## config.mk

```make
export PLATFORM = sky130hd
export DESIGN_NAME = gbk_text_layout
export DESIGN_NICKNAME = d
export VERILOG_FILES = /design/src/rtl/core/gtl_pkg.sv /design/src/rtl/core/gtl_fifo.sv /design/src/rtl/core/gtl_front.sv /design/src/rtl/core/gtl_back.sv /design/src/rtl/core/gbk_text_layout.sv
export SDC_FILE = /design/constraint.sdc
export NUM_CORES = 1
export LEC_CHECK = 0
export BUFFER_PORTS_ARGS = -buffer_cell sky130_fd_sc_hd__buf_4
export CAP_MARGIN = 10
export CELL_PAD_IN_SITES_DETAIL_PLACEMENT = 0
export CELL_PAD_IN_SITES_GLOBAL_PLACEMENT = 1
export CORE_ASPECT_RATIO = 0.5
export CORE_UTILIZATION = 46
export CTS_CLUSTER_DIAMETER = 120
export DETAILED_ROUTE_END_ITERATION = 8
export GPL_TIMING_DRIVEN = 0
export PLACE_DENSITY = 0.76
export SLEW_MARGIN = 20
export SYNTH_ARGS = -nofsm -noshare
export SYNTH_HDL_FRONTEND = slang
export SYNTH_SLANG_ARGS = --single-unit
```

## constraint.sdc

```tcl
create_clock -name clk -period 12.5 [get_ports clk]
set_input_delay 1.25 -clock clk [delete_from_list [all_inputs] [get_ports clk]]
set_output_delay 1.25 -clock clk [all_outputs]
set_load 0.05 [all_outputs]
```

## src/rtl/core/gtl_pkg.sv

```systemverilog
// Package for the GBK text layout block: request and result structs,
// command codes, register indexes and layout constants.
// No dependencies; every other file in rtl/core imports it.
package gtl_pkg;

    // layout geometry
    localparam int ASCII_W   = 8;
    localparam int GBK_W     = 16;
    localparam int LINE_H    = 16;
    localparam int SUM_BITS  = 17;   // coordinate or register plus a cell, no overflow
    localparam int GLYPH_SHIFT = 5;  // 32-byte glyphs

    // byte classes
    localparam logic [7:0] BYTE_NUL   = 8'h00;
    localparam logic [7:0] BYTE_CR    = 8'd13;
    localparam logic [7:0] LEAD_MIN   = 8'h81;
    localparam logic [7:0] LEAD_LIMIT = 8'h80;
    localparam logic [7:0] TRAIL_MIN  = 8'h40;
    localparam logic [7:0] TRAIL_GAP  = 8'h7F;
    localparam logic [7:0] TRAIL_HI   = 8'h41;
    localparam logic [7:0] BYTE_FF    = 8'hFF;
    localparam logic [7:0] TRAILS_PER_LEAD = 8'd190;

    // configuration register indexes
    localparam int CFG_IDX_BITS = 3;
    localparam logic [CFG_IDX_BITS-1:0] REG_AREA_LEFT   = 3'd0;
    localparam logic [CFG_IDX_BITS-1:0] REG_AREA_TOP    = 3'd1;
    localparam logic [CFG_IDX_BITS-1:0] REG_AREA_WIDTH  = 3'd2;
    localparam logic [CFG_IDX_BITS-1:0] REG_AREA_HEIGHT = 3'd3;
    localparam logic [CFG_IDX_BITS-1:0] REG_DRAW_COLOR  = 3'd4;

    localparam logic [15:0] AREA_SIZE_RESET = 16'd240;

    // small queues between parts
    localparam int FIFO_DEPTH    = 2;
    localparam int FIFO_PTR_BITS = $clog2(FIFO_DEPTH);

    typedef enum logic [1:0] {
        OP_ASCII = 2'd0,
        OP_CR    = 2'd1,
        OP_GBK   = 2'd2
    } op_t;

    typedef struct packed {
        logic [7:0] text_byte;
        logic       string_start;
    } in_item_t;

    typedef struct packed {
        logic        cell_kind;
        logic [15:0] pos_x;
        logic [15:0] pos_y;
        logic [15:0] char_code;
        logic [19:0] font_offset;
        logic        offset_valid;
        logic [15:0] pixel_color;
    } out_item_t;

    // command from the front part to the back part
    typedef struct packed {
        logic        start;
        op_t         op;
        logic [15:0] code;
        logic [19:0] font_offset;
        logic        offset_valid;
    } cmd_t;

    typedef struct packed {
        logic [15:0] area_left;
        logic [15:0] area_top;
        logic [15:0] area_width;
        logic [15:0] area_height;
        logic [15:0] draw_color;
    } cfg_t;

endpackage

```

## src/rtl/core/gtl_fifo.sv

```systemverilog
// Two-entry register queue used between the front and back parts and on
// the result side. Depends on gtl_pkg for the depth constants.
module gtl_fifo #(
    parameter int WIDTH = 8
) (
    input  logic             clk,
    input  logic             rst_n,
    input  logic             push,
    input  logic [WIDTH-1:0] wdata,
    output logic             full,
    input  logic             pop,
    output logic [WIDTH-1:0] rdata,
    output logic             empty
);
    import gtl_pkg::*;

    logic [WIDTH-1:0]         mem_reg [FIFO_DEPTH];
    logic [FIFO_PTR_BITS-1:0] wr_ptr_reg, wr_ptr_next;
    logic [FIFO_PTR_BITS-1:0] rd_ptr_reg, rd_ptr_next;
    logic [FIFO_PTR_BITS:0]   count_reg, count_next;
    logic                     do_push, do_pop;

    assign full    = (count_reg == (FIFO_PTR_BITS+1)'(FIFO_DEPTH));
    assign empty   = (count_reg == '0);
    assign do_push = push && !full;
    assign do_pop  = pop && !empty;
    assign rdata   = mem_reg[rd_ptr_reg];

    always_comb
    begin
        wr_ptr_next = do_push ? wr_ptr_reg + 1'b1 : wr_ptr_reg;
        rd_ptr_next = do_pop  ? rd_ptr_reg + 1'b1 : rd_ptr_reg;
        count_next  = count_reg;
        if (do_push && !do_pop)
        begin
            count_next = count_reg + 1'b1;
        end
        else if (do_pop && !do_push)
        begin
            count_next = count_reg - 1'b1;
        end
    end

    always_ff @(posedge clk or negedge rst_n)
    begin
        if (!rst_n)
        begin
            wr_ptr_reg <= '0;
            rd_ptr_reg <= '0;
            count_reg  <= '0;
        end
        else
        begin
            wr_ptr_reg <= wr_ptr_next;
            rd_ptr_reg <= rd_ptr_next;
            count_reg  <= count_next;
        end
    end

    always_ff @(posedge clk)
    begin
        if (do_push)
        begin
            mem_reg[wr_ptr_reg] <= wdata;
        end
    end

endmodule

```

## src/rtl/core/gtl_front.sv

```systemverilog
// Front part: takes string bytes, tracks lead, skip and end-of-string
// state, and turns each byte into a layout command. Depends on gtl_pkg.
module gtl_front (
    input  logic              clk,
    input  logic              rst_n,
    input  logic              accept,
    input  gtl_pkg::in_item_t text,
    output logic              cmd_push,
    output gtl_pkg::cmd_t     cmd
);
    import gtl_pkg::*;

    logic       done_reg, done_next;
    logic       pend_reg, pend_next;
    logic       skip_reg, skip_next;
    logic       start_reg, start_next;
    logic [7:0] lead_reg, lead_next;

    logic        done_v, pend_v, skip_v, start_v;
    logic [7:0]  b;
    logic [7:0]  trail_idx;
    logic [6:0]  lead_idx;
    logic [14:0] glyph_idx;
    logic        code_ok;

    assign b = text.text_byte;

    // GBK offset: (lead - 0x81) * 190 + trail index, in 32-byte glyphs
    always_comb
    begin
        code_ok   = !(b < TRAIL_MIN || b == BYTE_FF || lead_reg == BYTE_FF
                      || lead_reg < LEAD_MIN);
        trail_idx = (b < TRAIL_GAP) ? b - TRAIL_MIN : b - TRAIL_HI;
        lead_idx  = 7'(lead_reg - LEAD_MIN);
        glyph_idx = (15'(lead_idx) * 15'(TRAILS_PER_LEAD)) + 15'(trail_idx);
    end

    always_comb
    begin
        done_v  = done_reg;
        pend_v  = pend_reg;
        skip_v  = skip_reg;
        start_v = start_reg;
        if (text.string_start)
        begin
            done_v  = 1'b0;
            pend_v  = 1'b0;
            skip_v  = 1'b0;
            start_v = 1'b1;
        end

        done_next  = done_reg;
        pend_next  = pend_reg;
        skip_next  = skip_reg;
        start_next = start_reg;
        lead_next  = lead_reg;
        cmd_push   = 1'b0;
        cmd.start        = start_v;
        cmd.op           = OP_ASCII;
        cmd.code         = {8'h00, b};
        cmd.font_offset  = '0;
        cmd.offset_valid = 1'b0;

        if (accept)
        begin
            done_next  = done_v;
            pend_next  = pend_v;
            skip_next  = skip_v;
            start_next = start_v;
            if (!done_v)
            begin
                if (b == BYTE_NUL)
                begin
                    done_next  = 1'b1;
                    pend_next  = 1'b0;
                    skip_next  = 1'b0;
                    start_next = 1'b0;
                end
                else if (skip_v)
                begin
                    skip_next = 1'b0;
                end
                else if (pend_v)
                begin
                    pend_next  = 1'b0;
                    start_next = 1'b0;
                    cmd_push   = 1'b1;
                    cmd.op     = OP_GBK;
                    cmd.code   = {lead_reg, b};
                    if (code_ok)
                    begin
                        cmd.font_offset  = 20'(glyph_idx) << GLYPH_SHIFT;
                        cmd.offset_valid = 1'b1;
                    end
                end
                else if (b > LEAD_LIMIT)
                begin
                    pend_next = 1'b1;
                    lead_next = b;
                end
                else
                begin
                    start_next = 1'b0;
                    cmd_push   = 1'b1;
                    if (b == BYTE_CR)
                    begin
                        cmd.op    = OP_CR;
                        skip_next = 1'b1;
                    end
                end
            end
        end
    end

    always_ff @(posedge clk or negedge rst_n)
    begin
        if (!rst_n)
        begin
            done_reg  <= 1'b1;
            pend_reg  <= 1'b0;
            skip_reg  <= 1'b0;
            start_reg <= 1'b0;
            lead_reg  <= '0;
        end
        else
        begin
            done_reg  <= done_next;
            pend_reg  <= pend_next;
            skip_reg  <= skip_next;
            start_reg <= start_next;
            lead_reg  <= lead_next;
        end
    end

endmodule

```

## src/rtl/core/gtl_back.sv

```systemverilog
// Back part: owns the cursor, applies right-edge wrap and bottom-edge end,
// and builds the result for each command. Depends on gtl_pkg.
module gtl_back #(
    parameter int COORD_BITS = 16
) (
    input  logic               clk,
    input  logic               rst_n,
    input  gtl_pkg::cfg_t      cfg,
    input  logic               cmd_valid,
    input  gtl_pkg::cmd_t      cmd,
    output logic               cmd_pop,
    input  logic               out_full,
    output logic               out_push,
    output gtl_pkg::out_item_t out_item
);
    import gtl_pkg::*;

    logic [COORD_BITS-1:0] cx_reg, cx_next;
    logic [COORD_BITS-1:0] cy_reg, cy_next;
    logic                  ended_reg, ended_next;

    logic                  take;
    logic [COORD_BITS-1:0] left, top, cx, cy, cx1, cy1, cell_w;
    logic                  ended, wrap, bottom;

    assign take    = cmd_valid && !out_full;
    assign cmd_pop = take;

    always_comb
    begin
        left   = cfg.area_left[COORD_BITS-1:0];
        top    = cfg.area_top[COORD_BITS-1:0];
        cx     = cmd.start ? left : cx_reg;
        cy     = cmd.start ? top  : cy_reg;
        ended  = cmd.start ? 1'b0 : ended_reg;
        cell_w = (cmd.op == OP_GBK) ? COORD_BITS'(GBK_W) : COORD_BITS'(ASCII_W);
        wrap   = (SUM_BITS'(cx) + SUM_BITS'(cell_w))
                 > (SUM_BITS'(left) + SUM_BITS'(cfg.area_width));
        cx1    = wrap ? left : cx;
        cy1    = wrap ? cy + COORD_BITS'(LINE_H) : cy;
        bottom = (SUM_BITS'(cy1) + SUM_BITS'(LINE_H))
                 > (SUM_BITS'(top) + SUM_BITS'(cfg.area_height));

        cx_next    = cx_reg;
        cy_next    = cy_reg;
        ended_next = ended_reg;
        out_push   = 1'b0;

        if (take)
        begin
            cx_next    = cx;
            cy_next    = cy;
            ended_next = ended;
            if (!ended)
            begin
                if (bottom)
                begin
                    ended_next = 1'b1;
                end
                else
                begin
                    case (cmd.op)
                        OP_CR:
                        begin
                            // new line, then step one ASCII cell in
                            cy_next = cy1 + COORD_BITS'(LINE_H);
                            cx_next = left + COORD_BITS'(ASCII_W);
                        end
                        OP_ASCII, OP_GBK:
                        begin
                            out_push = 1'b1;
                            cx_next  = cx1 + cell_w;
                            cy_next  = cy1;
                        end
                        default:
                        begin
                            out_push = 1'b0;
                        end
                    endcase
                end
            end
        end

        out_item.cell_kind    = (cmd.op == OP_GBK);
        out_item.pos_x        = 16'(cx1);
        out_item.pos_y        = 16'(cy1);
        out_item.char_code    = cmd.code;
        out_item.font_offset  = cmd.font_offset;
        out_item.offset_valid = cmd.offset_valid;
        out_item.pixel_color  = cfg.draw_color;
    end

    always_ff @(posedge clk or negedge rst_n)
    begin
        if (!rst_n)
        begin
            cx_reg    <= '0;
            cy_reg    <= '0;
            ended_reg <= 1'b0;
        end
        else
        begin
            cx_reg    <= cx_next;
            cy_reg    <= cy_next;
            ended_reg <= ended_next;
        end
    end

    a_push_room: assert property (@(posedge clk) disable iff (!rst_n)
        out_push |-> !out_full)
        else $error("result pushed into a full queue");

    a_ended_silent: assert property (@(posedge clk) disable iff (!rst_n)
        (ended_reg && !cmd.start) |-> !out_push)
        else $error("result after the string ended");

    a_ascii_no_offset: assert property (@(posedge clk) disable iff (!rst_n)
        (out_push && !out_item.cell_kind)
        |-> (!out_item.offset_valid && out_item.font_offset == '0))
        else $error("ASCII cell carries a font offset");

    a_offset_aligned: assert property (@(posedge clk) disable iff (!rst_n)
        (out_push && out_item.offset_valid) |-> (out_item.font_offset[4:0] == '0))
        else $error("font offset not glyph aligned");

endmodule

```

## src/rtl/core/gbk_text_layout.sv

```systemverilog
// Top level of the GBK text layout block: configuration registers, front
// part, command queue, back part and result queue.
// Depends on gtl_pkg, gtl_fifo, gtl_front and gtl_back.
//
//  channel   handshake                    payload
//  -------   ---------------------------  ---------------------------
//  text      push / full                  gtl_pkg::in_item_t
//  glyph     empty / pop                  gtl_pkg::out_item_t
//  cfg       cfg_valid / cfg_ready        cfg_index, cfg_data
//
// One byte per cycle while full is low; the back part handles one command
// a cycle while the result queue has room. Results pass through both
// queues. full rises only when the two-entry command queue fills, which
// happens when pop stays low and the two-entry result queue is full.
// Reset leaves the block idle until a byte with string_start; cfg_ready
// stays high and registers take their reset values at once.
module gbk_text_layout #(
    parameter int COORD_BITS = 16
) (
    input  logic                        clk,
    input  logic                        rst_n,
    input  logic                        push,
    output logic                        full,
    input  gtl_pkg::in_item_t           text,
    output logic                        empty,
    input  logic                        pop,
    output gtl_pkg::out_item_t          glyph,
    input  logic                        cfg_valid,
    output logic                        cfg_ready,
    input  logic [gtl_pkg::CFG_IDX_BITS-1:0] cfg_index,
    input  logic [15:0]                 cfg_data
);
    import gtl_pkg::*;

    cfg_t      cfg_reg, cfg_next;
    logic      accept;
    logic      cmd_push, cmd_full, cmd_empty, cmd_pop;
    cmd_t      front_cmd, back_cmd;
    logic [$bits(cmd_t)-1:0]      cmd_wdata, cmd_rdata;
    logic      res_push, res_full;
    out_item_t res_item;
    logic [$bits(out_item_t)-1:0] res_wdata, res_rdata;

    assign cfg_ready = 1'b1;
    assign accept    = push && !full;
    assign full      = cmd_full;

    always_comb
    begin
        cfg_next = cfg_reg;
        if (cfg_valid && cfg_ready)
        begin
            case (cfg_index)
                REG_AREA_LEFT:   cfg_next.area_left   = cfg_data;
                REG_AREA_TOP:    cfg_next.area_top    = cfg_data;
                REG_AREA_WIDTH:  cfg_next.area_width  = cfg_data;
                REG_AREA_HEIGHT: cfg_next.area_height = cfg_data;
                REG_DRAW_COLOR:  cfg_next.draw_color  = cfg_data;
                default:         cfg_next = cfg_reg;
            endcase
        end
    end

    always_ff @(posedge clk or negedge rst_n)
    begin
        if (!rst_n)
        begin
            cfg_reg.area_left   <= '0;
            cfg_reg.area_top    <= '0;
            cfg_reg.area_width  <= AREA_SIZE_RESET;
            cfg_reg.area_height <= AREA_SIZE_RESET;
            cfg_reg.draw_color  <= '0;
        end
        else
        begin
            cfg_reg <= cfg_next;
        end
    end

    gtl_front u_front (
        .clk      (clk),
        .rst_n    (rst_n),
        .accept   (accept),
        .text     (text),
        .cmd_push (cmd_push),
        .cmd      (front_cmd)
    );

    assign cmd_wdata = front_cmd;
    assign back_cmd  = cmd_t'(cmd_rdata);

    gtl_fifo #(
        .WIDTH ($bits(cmd_t))
    ) u_cmd_fifo (
        .clk   (clk),
        .rst_n (rst_n),
        .push  (cmd_push),
        .wdata (cmd_wdata),
        .full  (cmd_full),
        .pop   (cmd_pop),
        .rdata (cmd_rdata),
        .empty (cmd_empty)
    );

    gtl_back #(
        .COORD_BITS (COORD_BITS)
    ) u_back (
        .clk       (clk),
        .rst_n     (rst_n),
        .cfg       (cfg_reg),
        .cmd_valid (!cmd_empty),
        .cmd       (back_cmd),
        .cmd_pop   (cmd_pop),
        .out_full  (res_full),
        .out_push  (res_push),
        .out_item  (res_item)
    );

    assign res_wdata = res_item;
    assign glyph     = out_item_t'(res_rdata);

    gtl_fifo #(
        .WIDTH ($bits(out_item_t))
    ) u_res_fifo (
        .clk   (clk),
        .rst_n (rst_n),
        .push  (res_push),
        .wdata (res_wdata),
        .full  (res_full),
        .pop   (pop),
        .rdata (res_rdata),
        .empty (empty)
    );

endmodule

```

==> results by group <==
Clock network
  • Num CTS Buffers: 35
  • Sink Count: 365
  • Post-CTS repair timing setup buffer count: 0
  • Clock transition at path regs: 0.06 ns
  • CTS tree: built
  • Root buffer cell: clkbuf_16
  • Worst skew pair latency: 0.55 ns
  • Clk buf depth: 3
  • CTS H-tree lvls: 2
  • Post-cts resize count: 0
  • Hold-fix buffers, CTS: 0

Synthesis
  • Synth area leader: edfxtp_1
  • Yosys warnings: 0
  • #FFs+latches synth: 365
  • Post-Syn Area per Cell: 12.3 um^2
  • Post-synth ARST share: 36.4%
  • Top-area cell type share of the netlist area: 34.4%
  • Seq/Total Area, Yosys: 50.9%
  • Cells after Synth: 1653
  • Area of the mapped netlist: 20200 um^2
  • Ys flop type: edfxtp_1
  • Most frequent cells after synthesis: edfxtp_1, mux2_2, dfrtp_1, ha_1, nand2_1
  • Most instantiated library cell after synthesis: edfxtp_1
  • EDFF count, synth: 232
  • Ranking of synthesized cells by area: edfxtp_1, dfrtp_1, mux2_2
  • Synth unique cells: 86

Floorplanning
  • Initial Utilization: 47.4%
  • Die Area: 44900 um^2
  • # rows: 53
  • Die height: 150 um
  • Core Region: 42700 um^2
  • Die Width: 299 um
  • I/O pin cnt: 122

Min path
  • Hold Path Class: register to register
  • Hold_sp: u_front.lead_reg[7]$_DFFE_PN0P_
  • WHS Path Cells: 1
  • Hold path endpoint: u_front.lead_reg[7]$_DFFE_PN0P_

Timing
  • Max-Slew Margin vs Limit: 23.7%
  • Crit path time final: 11.65 ns
  • Final hold viol count: 0
  • Maximum clock rate: 85.8 MHz
  • Final TNS setup: 0 ns
  • Final Skew: 0.0221 ns
  • Final WS setup: 0.849 ns
  • Worst Tran Pin Value: 1.11 ns
  • Final setup fails: 0
  • RSZ-0062 raised after global routing: no
  • Max Slew Vio Count: 0
  • Final Cycle Share: 93.2%

GRT
  • Vias in the first global route: 13100
  • Total GRT Usage: 21.9%
  • Initial antenna violation count: 0
  • Largest net degree at the start of global routing: 77
  • Grt ovf: 0
  • First-pass GRT wire length: 75600 um

Final layout
  • Post-route cell area: 23300 um^2
  • Area of the multi-input gates: 9390 um^2
  • Area growth syn-to-layout: 15.1%
  • Max FFs per register: 162
  • # diodes: 0
  • Finished Layout Cells: 2429
  • Fill cells: 3697
  • Nets@finish: 2004
  • Reg area: 10300 um^2
  • Layout cells sized above 1: 23.9%

Placement
  • Area post-placement: 22100 um^2
  • Detail Placement HPWL: 36000 um
  • GPL Wtd Cong: 0.915
  • Pre-CTS WS: 0.903 ns
  • Cells after DPL: 2365
  • IO buf count: 115

Detailed routing
  • Vias: 13400
  • Routed Antenna Nets: 0
  • DRC viols: 0
  • Post-DR wirelength/cell: 19.9 um
  • Vias/cell: 5.50
  • Initial DRT Pass Iterations: 5
  • Drt initial violations: 881
  • WL final: 48400 um

Worst setup path
  • CP Launch Type: register
  • Crit Path Category: register to register
  • Worst path bufs/invs: 10
  • Worst r2r src: u_cmd_fifo.rd_ptr_reg$_DFFE_PN0P_
  • Max incr delay on CP: 0.78 ns
  • Slowest stage cell, crit path: buf_1
  • R2r endpoint: u_res_fifo.mem_reg[1][35]$_DFFE_PP_
  • Critical Path Stages: 40
  • Top Family by Delay on Critical Path: buffers and inverters
  • Critical Path Start: u_cmd_fifo.rd_ptr_reg$_DFFE_PN0P_
  • Worst R2R Setup Slack: 0.85 ns
  • Crit path DAT: 11.89 ns
  • Required time worst endpoint: 12.74 ns
  • Worst setup EP type: register
  • FF-to-FF path depth: 40
  • CP Max Fanout: 30

Run
  • Max-cap check violation count: 0

Outcome
  • Status: completed
==> how the worst max path moves through the flow <==
stage	endpoint	slack (ns)
after CTS	u_res_fifo.mem_reg[1][77]$_DFFE_PP_	0.95
after floorplan	u_res_fifo.mem_reg[0][0]$_DFFE_PP_	1.74
final	u_res_fifo.mem_reg[1][35]$_DFFE_PP_	0.85
after global routing	u_res_fifo.mem_reg[0][32]$_DFFE_PP_	0.21
after global placement	u_res_fifo.mem_reg[0][32]$_DFFE_PP_	-3.46
after detailed placement	u_res_fifo.mem_reg[1][33]$_DFFE_PP_	0.90
==> stage by stage <==
stage / util [%] / hold WS, ns
floorplan: - / 0.425
global placement: 51.2 / 0.440
detailed placement: 51.8 / 0.448
CTS: 54.6 / 0.464
global route: 54.6 / 0.483
finish: 54.6 / 0.457
==> kinds of logic after synthesis <==
logic type	after synthesis	share of synthesized area, %
simple gates	375	9.03
xor+xnor	114	5.12
mux	247	13.7
compound gates	255	8.45
flops	365	50.9
fa+ha+maj	146	9.84
buf+inv	149	2.97
other cells	2	0.0371
==> metal layers <==
layer	wire, um	up-vias	GRT usage [%]
li1	-	6397	-
met1	23100	6591	30.9
met2	22000	296	35.4
met3	2470	69	3.58
met4	835	0	5.23
met5	0	-	0
==> cells in the final DEF (no fill, tap or decap), types with 8 or more instances in the layout <==
master,count
ha_1,124
nor3_1,29
nor2b_1,11
and2_1,20
buf_4,124
mux2i_1,34
mux2_2,209
o21a_1,12
nand4_1,16
clkbuf_1,56
fa_1,22
o21bai_1,12
o21ai_0,55
inv_1,88
xor2_1,40
edfxtp_1,232
dfstp_2,9
clkbuf_16,35
a21oi_1,62
a31oi_1,20
nand2b_1,8
nor4_1,9
nand3_1,42
xnor2_1,70
dfrtp_1,124
nand2_1,102
nor2_1,93
a21o_1,19
==> layout make-up <==
cell class	instances	share of cell area, %
sequential	365	44.2
multi-input combinational	1143	40.3
timing repair buffer	131	4.74
clock buffer	48	4.14
tap	577	3.10
inverter	88	1.42
buffer	61	1.16
clock inverter	16	0.918
==> worst reg2reg max path: cells and delay by family, from the launching register on <==
kind,cells,cell delay [ns]
buf+inv,10,3.81
compound gates,7,1.80
fa+ha+maj,5,1.46
xor+xnor,2,0.30
mux,1,0.30
simple gates,15,3.23
flops,1,0.42
Power is not shown: default switching activity piles up to over one toggle a cycle in this logic, so the estimate is an artifact.
